--- config.mk ---
export PLATFORM = sky130hd
export DESIGN_NAME = disk_extent_estimator_top
export DESIGN_NICKNAME = d
export VERILOG_FILES = /design/src/rtl/dee_pkg.sv /design/src/rtl/disk_extent_estimator_top.sv
export SDC_FILE = /design/constraint.sdc
export NUM_CORES = 1
export LEC_CHECK = 0
export ABC_AREA = 1
export ABC_CLOCK_PERIOD_IN_PS = 11250
export BUFFER_PORTS_ARGS = -buffer_cell sky130_fd_sc_hd__buf_2
export CORE_MARGIN = 8
export CORE_UTILIZATION = 50
export DETAILED_ROUTE_END_ITERATION = 6
export PLACE_DENSITY = 0.67
export SYNTH_ARGS = -nofsm -noshare
export SYNTH_HDL_FRONTEND = slang
export SYNTH_SLANG_ARGS = --single-unit
--- constraint.sdc ---
create_clock -name clock -period 11.25 [get_ports clock]
set_input_delay 0.5625 -clock clock [delete_from_list [all_inputs] [get_ports clock]]
set_output_delay 0.5625 -clock clock [all_outputs]
set_load 0.02 [all_outputs]
--- src/rtl/dee_pkg.sv ---
// Shared constants and types for the disk extent estimator.
// Field widths, configuration register indexes and their reset values.
// No dependencies.
`default_nettype none

package dee_pkg;

   // Field widths
   localparam int SAMPLE_W   = 20;
   localparam int DIM_W      = 13;
   localparam int THR_W      = 19;
   localparam int TOL_W      = 14;
   localparam int DIFF_W     = 14;
   localparam int CSR_IDX_W  = 2;
   localparam int CSR_DATA_W = 19;

   // Configuration register indexes
   typedef enum logic [CSR_IDX_W-1:0] {
      CSR_FRAME_ROWS,
      CSR_FRAME_COLS,
      CSR_LEVEL_THRESHOLD,
      CSR_DISAGREE_TOL
   } csr_index_type;

   // Register reset values
   localparam logic [DIM_W-1:0] FRAME_ROWS_RST = 13'd4096;
   localparam logic [DIM_W-1:0] FRAME_COLS_RST = 13'd4096;
   localparam logic [THR_W-1:0] THRESHOLD_RST  = 19'd16;
   localparam logic [TOL_W-1:0] TOLERANCE_RST  = 14'd20;

endpackage

`default_nettype wire

--- src/rtl/disk_extent_estimator_top.sv ---
// Disk extent estimator: per-pixel extent tracking and end-of-frame result pipeline.
// Depends on dee_pkg for widths, register indexes and reset values.
//
// Throughput: one pixel per cycle while req_stall is low; the tracker updates in the accept cycle.
// Result path: the last pixel of a frame is registered through the final tracker capture,
// the sum stage and the difference/compare stage into the output register.
// Reset: synchronous; clears raster counters, trackers, pipeline valids and restores
// the configuration registers to their defaults.
`default_nettype none

module disk_extent_estimator_top #(
   parameter int MAX_DIM = 4096
) (
   input  wire                               clock,
   input  wire                               reset,
   // pixel input
   input  wire                               req_valid,
   output logic                              req_stall,
   input  wire signed [dee_pkg::SAMPLE_W-1:0] req_sample,
   // result output
   output logic                              rsp_valid,
   input  wire                               rsp_stall,
   output logic [dee_pkg::DIM_W-1:0]         rsp_center_x_half,
   output logic [dee_pkg::DIM_W-1:0]         rsp_center_y_half,
   output logic [dee_pkg::DIM_W-1:0]         rsp_radius_quarter,
   output logic                              rsp_disk_found,
   output logic [dee_pkg::DIFF_W-1:0]        rsp_max_difference,
   output logic                              rsp_estimators_disagree,
   // configuration writes
   input  wire                               csr_valid,
   output logic                              csr_ready,
   input  wire  [dee_pkg::CSR_IDX_W-1:0]     csr_index,
   input  wire  [dee_pkg::CSR_DATA_W-1:0]    csr_data
);

   localparam int CW     = $clog2(MAX_DIM);
   localparam int DIM_W  = dee_pkg::DIM_W;
   localparam int THR_W  = dee_pkg::THR_W;
   localparam int TOL_W  = dee_pkg::TOL_W;
   localparam int DIFF_W = dee_pkg::DIFF_W;
   localparam int SAM_W  = dee_pkg::SAMPLE_W;

   typedef struct packed {
      logic [CW-1:0] row_first;
      logic [CW-1:0] row_last;
      logic          row_seen;
      logic [CW-1:0] col_first;
      logic [CW-1:0] col_last;
      logic          col_seen;
      logic [CW-1:0] left;
      logic [CW-1:0] right;
      logic [CW-1:0] top;
      logic [CW-1:0] bottom;
      logic          box_seen;
   } track_type;

   typedef struct packed {
      logic [CW:0]   cx2;
      logic [CW:0]   cy2;
      logic [CW+1:0] r4;       // two's complement; the row span can run backward
      logic [CW:0]   bx2;
      logic [CW:0]   by2;
      logic [CW:0]   br4;
      logic          found;
      logic          box_seen;
   } sums_type;

   // clamp a dimension register to 1..MAX_DIM
   function automatic logic [DIM_W-1:0] eff_dim(input logic [DIM_W-1:0] v);
      logic [DIM_W-1:0] r;
      if (v == '0) begin
         r = DIM_W'(1);
      end else if (v > DIM_W'(MAX_DIM)) begin
         r = DIM_W'(MAX_DIM);
      end else begin
         r = v;
      end
      return r;
   endfunction

   function automatic logic [CW:0] abs_diff(input logic [CW:0] a, input logic [CW:0] b);
      logic [CW:0] r;
      if (a > b) begin
         r = a - b;
      end else begin
         r = b - a;
      end
      return r;
   endfunction

   // ---------------------------------------------------------------
   // Configuration registers
   logic [DIM_W-1:0] rows_ff, cols_ff;
   logic [THR_W-1:0] thr_ff;
   logic [TOL_W-1:0] tol_ff;

   assign csr_ready = 1'b1;

   always_ff @(posedge clock) begin
      if (reset) begin
         rows_ff <= dee_pkg::FRAME_ROWS_RST;
         cols_ff <= dee_pkg::FRAME_COLS_RST;
         thr_ff  <= dee_pkg::THRESHOLD_RST;
         tol_ff  <= dee_pkg::TOLERANCE_RST;
      end else if (csr_valid && csr_ready) begin
         case (dee_pkg::csr_index_type'(csr_index))
            dee_pkg::CSR_FRAME_ROWS:      rows_ff <= csr_data[DIM_W-1:0];
            dee_pkg::CSR_FRAME_COLS:      cols_ff <= csr_data[DIM_W-1:0];
            dee_pkg::CSR_LEVEL_THRESHOLD: thr_ff  <= csr_data[THR_W-1:0];
            dee_pkg::CSR_DISAGREE_TOL:    tol_ff  <= csr_data[TOL_W-1:0];
            default: ;
         endcase
      end
   end

   // ---------------------------------------------------------------
   // Pipeline flow control
   logic fin_valid_ff, sum_valid_ff, rsp_valid_ff;
   logic out_ready, sum_ready, fin_ready;
   logic req_accept;

   assign out_ready  = !rsp_valid_ff || !rsp_stall;
   assign sum_ready  = !sum_valid_ff || out_ready;
   assign fin_ready  = !fin_valid_ff || sum_ready;
   assign req_stall  = !fin_ready;
   assign req_accept = req_valid && !req_stall;

   // ---------------------------------------------------------------
   // Pixel classification and raster position
   logic [DIM_W-1:0] rows_eff, cols_eff;
   logic [CW-1:0]    row_mid, col_mid, row_lastidx, col_lastidx;
   logic [SAM_W:0]   sample_ext, mag;
   logic             on_disk;
   logic [CW-1:0]    x_ff, y_ff, x_in, y_in;
   logic             row_end, frame_end;

   always_comb begin
      rows_eff    = eff_dim(rows_ff);
      cols_eff    = eff_dim(cols_ff);
      row_mid     = rows_eff[CW:1];
      col_mid     = cols_eff[CW:1];
      row_lastidx = CW'(rows_eff - DIM_W'(1));
      col_lastidx = CW'(cols_eff - DIM_W'(1));
      // magnitude; the most negative sample maps to 2^19
      sample_ext  = {req_sample[SAM_W-1], req_sample};
      mag         = req_sample[SAM_W-1] ? ((SAM_W+1)'(0) - sample_ext) : sample_ext;
      on_disk     = mag > (SAM_W+1)'(thr_ff);
      row_end     = x_ff >= col_lastidx;
      frame_end   = row_end && (y_ff >= row_lastidx);
   end

   // next raster position
   always_comb begin
      x_in = x_ff;
      y_in = y_ff;
      if (req_accept) begin
         if (frame_end) begin
            x_in = '0;
            y_in = '0;
         end else if (row_end) begin
            x_in = '0;
            y_in = y_ff + CW'(1);
         end else begin
            x_in = x_ff + CW'(1);
         end
      end
   end

   always_ff @(posedge clock) begin
      if (reset) begin
         x_ff <= '0;
         y_ff <= '0;
      end else begin
         x_ff <= x_in;
         y_ff <= y_in;
      end
   end

   // ---------------------------------------------------------------
   // Extent trackers: central row, central column, bounding box
   track_type tr_ff, tr_in, tr_upd;

   always_comb begin
      tr_upd = tr_ff;
      if (on_disk) begin
         if (y_ff == row_mid) begin
            if (!tr_ff.row_seen) begin
               tr_upd.row_first = x_ff;
            end
            tr_upd.row_last = x_ff;
            tr_upd.row_seen = 1'b1;
         end
         if (x_ff == col_mid) begin
            if (!tr_ff.col_seen) begin
               tr_upd.col_first = y_ff;
            end
            tr_upd.col_last = y_ff;
            tr_upd.col_seen = 1'b1;
         end
         if (!tr_ff.box_seen) begin
            tr_upd.left     = x_ff;
            tr_upd.right    = x_ff;
            tr_upd.top      = y_ff;
            tr_upd.bottom   = y_ff;
            tr_upd.box_seen = 1'b1;
         end else begin
            if (x_ff < tr_ff.left)   tr_upd.left   = x_ff;
            if (x_ff > tr_ff.right)  tr_upd.right  = x_ff;
            if (y_ff < tr_ff.top)    tr_upd.top    = y_ff;
            if (y_ff > tr_ff.bottom) tr_upd.bottom = y_ff;
         end
      end
   end

   always_comb begin
      tr_in = tr_ff;
      if (req_accept) begin
         tr_in = frame_end ? '0 : tr_upd;
      end
   end

   always_ff @(posedge clock) begin
      if (reset) begin
         tr_ff <= '0;
      end else begin
         tr_ff <= tr_in;
      end
   end

   // ---------------------------------------------------------------
   // Stage 1: capture the final trackers of a frame
   track_type fin_ff;
   logic      fin_load;

   assign fin_load = req_accept && frame_end;

   always_ff @(posedge clock) begin
      if (reset) begin
         fin_valid_ff <= 1'b0;
      end else if (fin_ready) begin
         fin_valid_ff <= fin_load;
      end
   end

   always_ff @(posedge clock) begin
      if (fin_load) begin
         fin_ff <= tr_upd;
      end
   end

   // ---------------------------------------------------------------
   // Stage 2: centers and spans of both estimators
   sums_type sum_ff, sum_in;

   always_comb begin
      sum_in.cx2      = {1'b0, fin_ff.row_first} + {1'b0, fin_ff.row_last};
      sum_in.cy2      = {1'b0, fin_ff.col_first} + {1'b0, fin_ff.col_last};
      // the central row may move after a resize, so its span can be negative
      sum_in.r4       = {2'b0, fin_ff.row_last} - {2'b0, fin_ff.row_first}
                      + {2'b0, fin_ff.col_last} - {2'b0, fin_ff.col_first};
      sum_in.bx2      = {1'b0, fin_ff.left} + {1'b0, fin_ff.right};
      sum_in.by2      = {1'b0, fin_ff.top} + {1'b0, fin_ff.bottom};
      sum_in.br4      = {1'b0, fin_ff.right - fin_ff.left}
                      + {1'b0, fin_ff.bottom - fin_ff.top};
      sum_in.found    = fin_ff.row_seen && fin_ff.col_seen;
      sum_in.box_seen = fin_ff.box_seen;
   end

   always_ff @(posedge clock) begin
      if (reset) begin
         sum_valid_ff <= 1'b0;
      end else if (sum_ready) begin
         sum_valid_ff <= fin_valid_ff;
      end
   end

   always_ff @(posedge clock) begin
      if (sum_ready && fin_valid_ff) begin
         sum_ff <= sum_in;
      end
   end

   // ---------------------------------------------------------------
   // Stage 3: estimator disagreement and output register
   logic [DIFF_W-1:0] d_cx, d_cy, d_r, diff_max, r4_ext;
   logic              r4_neg;
   logic [DIM_W-1:0]  cx_in, cy_in, r_in;
   logic              found_in, disagree_in;
   logic [DIFF_W-1:0] maxd_in;
   logic [DIM_W-1:0]  cx_ff, cy_ff, r_ff;
   logic              found_ff, disagree_ff;
   logic [DIFF_W-1:0] maxd_ff;

   always_comb begin
      d_cx     = DIFF_W'({abs_diff(sum_ff.cx2, sum_ff.bx2), 1'b0});
      d_cy     = DIFF_W'({abs_diff(sum_ff.cy2, sum_ff.by2), 1'b0});
      // a negative span sum wraps to a huge unsigned value: it wins the max
      // and always exceeds the tolerance; only its low bits are reported
      r4_neg   = sum_ff.r4[CW+1];
      r4_ext   = DIFF_W'(signed'(sum_ff.r4));
      if (r4_neg) begin
         d_r = r4_ext - DIFF_W'(sum_ff.br4);
      end else begin
         d_r = DIFF_W'(abs_diff(sum_ff.r4[CW:0], sum_ff.br4));
      end
      diff_max = '0;
      if (sum_ff.box_seen) begin
         if (r4_neg) begin
            diff_max = d_r;
         end else begin
            diff_max = (d_cx > d_cy) ? d_cx : d_cy;
            if (d_r > diff_max) diff_max = d_r;
         end
      end
      // nothing found: every field reads zero
      cx_in       = '0;
      cy_in       = '0;
      r_in        = '0;
      found_in    = 1'b0;
      maxd_in     = '0;
      disagree_in = 1'b0;
      if (sum_ff.found) begin
         cx_in       = DIM_W'(sum_ff.cx2);
         cy_in       = DIM_W'(sum_ff.cy2);
         r_in        = DIM_W'(signed'(sum_ff.r4));
         found_in    = 1'b1;
         maxd_in     = diff_max;
         disagree_in = (sum_ff.box_seen && r4_neg) || (diff_max > DIFF_W'(tol_ff));
      end
   end

   always_ff @(posedge clock) begin
      if (reset) begin
         rsp_valid_ff <= 1'b0;
      end else if (out_ready) begin
         rsp_valid_ff <= sum_valid_ff;
      end
   end

   always_ff @(posedge clock) begin
      if (out_ready && sum_valid_ff) begin
         cx_ff       <= cx_in;
         cy_ff       <= cy_in;
         r_ff        <= r_in;
         found_ff    <= found_in;
         maxd_ff     <= maxd_in;
         disagree_ff <= disagree_in;
      end
   end

   assign rsp_valid               = rsp_valid_ff;
   assign rsp_center_x_half       = cx_ff;
   assign rsp_center_y_half       = cy_ff;
   assign rsp_radius_quarter      = r_ff;
   assign rsp_disk_found          = found_ff;
   assign rsp_max_difference      = maxd_ff;
   assign rsp_estimators_disagree = disagree_ff;

   // ---------------------------------------------------------------
   // Assertions

   // a result without a disk carries only zeros
   a_zero_when_lost: assert property (@(posedge clock) disable iff (reset)
      rsp_valid_ff && !found_ff |->
         cx_ff == '0 && cy_ff == '0 && r_ff == '0 && maxd_ff == '0 && !disagree_ff)
      else $error("result without disk has nonzero fields");

   // the last pixel of a frame always lands in the capture stage
   a_frame_end_capture: assert property (@(posedge clock) disable iff (reset)
      req_accept && frame_end |=> fin_valid_ff)
      else $error("frame end not captured");

   // a blocked capture stage keeps its frame
   a_fin_hold: assert property (@(posedge clock) disable iff (reset)
      fin_valid_ff && !sum_ready |=> fin_valid_ff && $stable(fin_ff))
      else $error("captured frame lost while blocked");

   // trackers are clear right after a frame ends
   a_clear_after_frame: assert property (@(posedge clock) disable iff (reset)
      req_accept && frame_end |=> tr_ff == '0 && x_ff == '0 && y_ff == '0)
      else $error("frame state not cleared");

endmodule

`default_nettype wire

Word level (Yosys, flattened, before mapping). Index checks and enable logic that the tools add are counted.

Add/sub/neg operators: 22. Multipliers: 0. Divide/modulo/power cells: 0. Magnitude comparators: 15. Eq/ne operators: 5. Shifts and indexed selects: 0. Mux-type cells: 29. Bitwise gates (word level): 0. Reductions and logical operators: 25.

Operator list (number): 99-bit two-way mux (2); 12-bit two-way mux (10); 13-bit two-way mux (7); 13-bit subtractor (6); 14-bit two-way mux (5); 12-bit by 12-bit adder with 13-bit output (5); 25-bit two-way mux (2); 48-bit two-way mux (1); 14-bit greater-than comparator (3); 13-bit greater-than comparator (3); 13-bit greater-than comparator, second input constant (2); 13-bit logical NOT (2); 12-bit by 1-bit adder with 12-bit output, second input constant (2); 12-bit equality test (2); 12-bit greater-or-equal comparator (2); 12-bit greater-than comparator (2); 12-bit less-than comparator (2); 12-bit by 1-bit subtractor with 12-bit output, second input constant (2); 12-bit subtractor (2); 21-bit by 19-bit greater-than comparator with 1-bit output (1); 21-bit two-way mux (1); 1-bit by 20-bit subtractor with 21-bit output, first input constant (1); 13-bit by 13-bit adder with 14-bit output (1); 14-bit by 12-bit subtractor with 14-bit output (1); other kinds (11) (29).

Flip-flop bits (word level): 420. Bits in latches: 0. Memory bits (writable): 0. Bits in read-only memories: 0. Input bits: 46. Output and inout port bits: 58. Word-level logic and storage cells: 141. Memories kept: 0.

Depth between registers and ports, before layout.
Depth after elaboration: 10. Depth in mapped cells: 51. Gate-level depth less buffers: 48.

Least setup slack after synthesis. OpenSTA, ideal clock, no wires.

Path kind: register to register. Start point: reg rows_ff[4]. End point: reg tr_ff[49] (netlist name). Setup time: 0.128 ns. Data arrival time: 7.631 ns. Data required time: 11.122 ns. Setup slack: 3.491 ns. Cell stages (with the launch flop): 24. Path buffers: 2. Period minus slack after synthesis: 7.759 ns. Path through: dfxtp_1 > nor2_1 > nand2_1 > nor2_1 > nand2_1 > nand2_2 > buf_6 > a21oi_1 > ha_1 > nand3_1 > nor2_1 > nand4_1 > xnor2_1 > ha_1 > nand2_1 > nor2_1 > nand3_1 > nand4_1 > nand2_1 > nor2_1 > inv_1 > nand2_1 > clkbuf_1 > nor2_1.

Word-level cells in the longest chain between the ends: 7. Elaborated cells between the ends (all ways): 8. Classes of those cells: add/sub: 1; order compare: 2; mux: 3; reduce/logical: 2.

Ends and longest elaborated chain: start: declaration (line disk_extent_estimator_top.sv:93) `logic [DIM_W-1:0] rows_ff, cols_ff;`; start signal: assignment (line disk_extent_estimator_top.sv:101) `rows_ff <= dee_pkg::FRAME_ROWS_RST;`; start signal: assignment (line disk_extent_estimator_top.sv:107) `dee_pkg::CSR_FRAME_ROWS: rows_ff <= csr_data[DIM_W-1:0];`; 13-bit greater-than comparator (line disk_extent_estimator_top.sv:73) `end else if (v > DIM_W'(MAX_DIM)) begin`; 13-bit two-way mux (line disk_extent_estimator_top.sv:73); 13-bit two-way mux * (line disk_extent_estimator_top.sv:71) `if (v == '0) begin`; 12-bit by 1-bit subtractor with 12-bit output * (line disk_extent_estimator_top.sv:142) `row_lastidx = CW'(rows_eff - DIM_W'(1));`; 12-bit greater-or-equal comparator * (line disk_extent_estimator_top.sv:149) `frame_end = row_end && (y_ff >= row_lastidx);`; 1-bit logical AND * (line disk_extent_estimator_top.sv:149); 99-bit two-way mux * (line disk_extent_estimator_top.sv:218) `tr_in = frame_end ? '0 : tr_upd;`; end signal: assignment (line disk_extent_estimator_top.sv:226) `tr_ff <= tr_in;`; end: declaration (line disk_extent_estimator_top.sv:181) `track_type tr_ff, tr_in, tr_upd;`.

Every way passes the cells marked *; elsewhere a longest branch is shown, timed or not. A chain may end at the register's enable or synchronous reset.

Worst setup path in the final report.
Start point: reg sum_ff[70] (netlist name). End point: reg disagree_ff, in the netlist rsp_estimators_disagree, data pin.

Word-level cells in the longest chain between the ends: 10. Elaborated cells between the ends (all ways): 12. Classes of those cells: add/sub: 2; order compare: 4; mux: 5; reduce/logical: 1.

Ends and longest elaborated chain: start: declaration (line disk_extent_estimator_top.sv:253) `sums_type sum_ff, sum_in;`; start signal: assignment (line disk_extent_estimator_top.sv:279) `sum_ff <= sum_in;`; 13-bit subtractor, or another cell as far along (line disk_extent_estimator_top.sv:86) `r = b - a;`; 13-bit two-way mux * (line disk_extent_estimator_top.sv:83) `if (a > b) begin`; 14-bit greater-than comparator (line disk_extent_estimator_top.sv:311) `diff_max = (d_cx > d_cy) ? d_cx : d_cy;`; 14-bit two-way mux * (line disk_extent_estimator_top.sv:311); 14-bit greater-than comparator (line disk_extent_estimator_top.sv:312) `if (d_r > diff_max) diff_max = d_r;`; 14-bit two-way mux * (line disk_extent_estimator_top.sv:312); 14-bit two-way mux * (line disk_extent_estimator_top.sv:308) `if (r4_neg) begin`; 14-bit two-way mux * (line disk_extent_estimator_top.sv:307) `if (sum_ff.box_seen) begin`; net diff_max[5] (line disk_extent_estimator_top.sv:285) `logic [DIFF_W-1:0] d_cx, d_cy, d_r, diff_max, r4_ext;`; 14-bit greater-than comparator * (line disk_extent_estimator_top.sv:328) `disagree_in = (sum_ff.box_seen && r4_neg) || (diff_max > DIFF_W'(tol_ff));`; 1-bit logical OR * (line disk_extent_estimator_top.sv:328); end signal: assignment (line disk_extent_estimator_top.sv:347) `disagree_ff <= disagree_in;`; end: declaration (line disk_extent_estimator_top.sv:291) `logic found_ff, disagree_ff;`.

Mark *: on every way through the listed nets, which the timed path passes. The rest lies on a longest branch.

==> impl_metrics.tcl <==
set metrics [dict create \
    avgSynthCellArea_um2 7.73 \
    yosys.cell_count.top_type "nand2_1" \
    r2r_cells 46 \
    cp.arrival_ps 7580 \
    grt_util_met1_pct 32.6 \
    die_h_um 262 \
    grt_pass1_vias 23900 \
    synth_ff_type "edfxtp_1" \
    r2r_start "sum_ff[70]$_DFFE_PP_" \
    worstSetupEndpointType "flop" \
    cts_sinks 420 \
    synth_area_leaders "edfxtp_1 (23%), ha_1 (14%), dfxtp_1 (12%), nand2_1 (11%), inv_1 (7.4%)" \
    stdcell_count 4782 \
    grtUsageTotal_pct 24.4 \
    start_util_pct 50.4 \
    finalMaxSlewViolations 0 \
    drc 0 \
    slowest_stage "ha_1" \
    path_class "flop to flop" \
    syn_area_mm2 0.0302 \
    reg2reg_to "rsp_estimators_disagree$_SDFFCE_PN0P_" \
    grt_use_met2_pct 40.3 \
    cts_buffer_depth 3 \
    synth_seq_cells 420 \
    finalSetupViolations 0 \
    finClkSkew_ps 29.9 \
    outcome "complete, no violations" \
    place.gp.congestion 1.01 \
    vias 25200 \
    root_buffer "clkbuf_16" \
    switching_share_pct 25.3 \
    dieArea_mm2 0.0686 \
    cts_made_buffers 48 \
    post_cts_buffers 0 \
    peakVddDrop_uv 110 \
    clkPwrFrac_pct 44.7 \
    worstPathRequired_ps 11570 \
    busiest_layer "met2" \
    io_pins 104 \
    pwr-share-comb_pct 8.3 \
    post_drt_wl_per_cell_um 17.8 \
    coreArea_mm2 0.0600 \
    ys_warn_count 0 \
    cp_common_cell "nand2_1" \
    power.internal_mw 2.61 \
    async_flop_share_pct 0 \
    rsz0062_at_grt "no" \
    clkLatencyLatePin_ps 610 \
    synth_cells 3911 \
    yosysSeqAreaShare_pct 35.6 \
    syn_nets 4311 \
    gr-total-overflow 0 \
    final_antenna_net_count 0 \
    tns_ps 0 \
    final_nets 4360 \
    drive_above_1_share_pct 6.80 \
    drtPass1Iterations 7 \
    nFillCells 5748 \
    min-delay-path-class "input port to flop" \
    switchingPower_mw 0.882 \
    maxCapViolCount 0 \
    clk_pin_slew_ps 60 \
    power_density_mw_per_mm2 106 \
    ys_types 51 \
    first_iter_violations 1908 \
    dp_cells 4692 \
    post_cts_resized 0 \
    worst_pin_slew_ps 1110 \
    std_cell_rows 90 \
    post-route-period-util_pct 64.5 \
    p_leak_nw 15.2 \
    max_stage_delay_ps 410 \
    synth_top_area_cell "edfxtp_1" \
    synth_edf_count 235 \
    slew_headroom_pct 26.0 \
    synth_top_area_share_pct 23.3 \
    place.detailed.hpwl_um 66100 \
    fin_crit_ps 7260 \
    synth_common_cells "nand2_1 (849), inv_1 (600), a21oi_1 (374)" \
    grt_pass1_wl_um 131000 \
    crit_fanout 14 \
    antenna_cells 0 \
    cts_hold_buffers 0 \
    vias_per_cell 5.27 \
    htreeDepth 2 \
    holdCritStartpoint "csr_data[14]" \
    reg2reg_slack_ps 3990 \
    seq_power_share_pct 47.0 \
    die_x_um 262 \
    portBuffers 102 \
    met3_usage_pct 2.28 \
    startpoint_type "flop" \
    antenna_found_initial 4 \
    worstHoldEndpoint "thr_ff[14]$_SDFFE_PP0P_" \
    grt_start_max_net_pins 83 \
    area_growth_pct 8.60 \
    hold_depth 3 \
    max_freq_mhz 138 \
    routed_wl_um 84900 \
    cts_tree "yes" \
    final-hold-violation-count 0 \
]
[final cells by class]
cell class	instances	area [µm²]	share of cell area, %
Inverter	618	2320	7.07
Clock buffer	63	1310	3.99
Clock inverter	27	255	0.777
Timing Repair Buffer	113	596	1.81
Sequential cell	420	10800	32.8
Multi-Input combinational cell	2759	16600	50.6
Tap cell	782	978	2.98
[worst max-delay path by stage]
| stage | startpoint | slack [ps] | endpoint | cells past startpoint |
|---|---|---|---|---|
| 6_report | sum_ff[70]$_DFFE_PP_ | 3990 | rsp_estimators_disagree$_SDFFCE_PN0P_ | 46 |
| 3_3_place_gp | sum_ff[70]$_DFFE_PP_ | 4170 | rsp_estimators_disagree$_SDFFCE_PN0P_ | 45 |
| 2_1_floorplan | rows_ff[4]$_SDFFE_PP0P_ | 3490 | tr_ff[49]$_SDFFE_PP0P_ | 23 |
| 4_1_cts | sum_ff[70]$_DFFE_PP_ | 4040 | rsp_estimators_disagree$_SDFFCE_PN0P_ | 46 |
| 3_5_place_dp | sum_ff[15]$_DFFE_PP_ | 4090 | rsp_estimators_disagree$_SDFFCE_PN0P_ | 44 |
| 5_1_grt | sum_ff[70]$_DFFE_PP_ | 3010 | rsp_estimators_disagree$_SDFFCE_PN0P_ | 46 |
[per-stage QoR]
step / hold WS, ps / instance area, µm² / utilization (%) / setup slack, ps / power (mW)
global route: 257 / 32800 / 54.7 / 3010 / 3.62
global placement: 424 / 31300 / 52.1 / 4170 / 1.96
finish: 268 / 32800 / 54.7 / 3990 / 3.49
floorplan: 400 / 30200 / - / 3490 / 1.89
CTS: 225 / 32800 / 54.7 / 4040 / 3.52
detailed placement: 438 / 31300 / 52.1 / 4090 / 1.96
[flip-flops by register name, summed over array words and instances, names as in the netlist, 14 cells and up]
signal              flops
rsp_max_difference     14
tol_ff                 14
fin_ff                 99
thr_ff                 19
tr_ff                  99
sum_ff                 67
r4_ext                 14
[critical path, delay by kind of cell, from the launching register on]
kind | cells | cell delay, ps
buf+inv | 7 | 1140
fa+ha+maj | 4 | 1250
flops | 1 | 400
compound gates | 8 | 1090
simple gates | 27 | 3080
[power groups by stage]
stage	registers, mW	logic [mW]	clock network, mW
floorplan	1.67	0.225	0
global placement	1.67	0.284	0
detailed placement	1.67	0.287	0
CTS	1.64	0.289	1.59
global route	1.64	0.324	1.65
finish	1.64	0.290	1.56
[layer usage]
| metal | wire length (µm) | part of all wire (%) |
|---|---|---|
| met5 | 0 | 0 |
| met4 | 3690 | 4.3 |
| met3 | 4730 | 5.6 |
| met2 | 38600 | 45 |
| met1 | 37900 | 45 |
[cell families after synthesis]
family          Yosys count  share of synthesized area, %
flops                   420                          35.6
simple gates           1503                          21.1
compound gates          709                          12.9
xor+xnor                192                          5.56
fa+ha+maj               354                          15.3
other cells               1                        0.0124
buf+inv                 732                          9.58
[cell usage in the layout, fill, tap and decap left out, drive strengths merged, types with 4 or more instances in the layout]
| cell type | count |
|---|---|
| a211oi | 9 |
| a21boi | 12 |
| a21o | 9 |
| a21oi | 375 |
| and2 | 51 |
| buf | 113 |
| clkbuf | 63 |
| clkinv | 26 |
| clkinvlp | 4 |
| dfxtp | 185 |
| edfxtp | 235 |
| fa | 26 |
| ha | 328 |
| inv | 612 |
| nand2 | 880 |
| nand3 | 219 |
| nand3b | 5 |
| nand4 | 29 |
| nor2 | 270 |
| nor3 | 36 |
| nor3b | 4 |
| nor4 | 4 |
| o211ai | 15 |
| o21a | 6 |
| o21ai | 236 |
| o21bai | 28 |
| o31ai | 9 |
| or2 | 4 |
| xnor2 | 29 |
| xor2 | 163 |
Note: power is estimated with default switching activity, not from simulation.
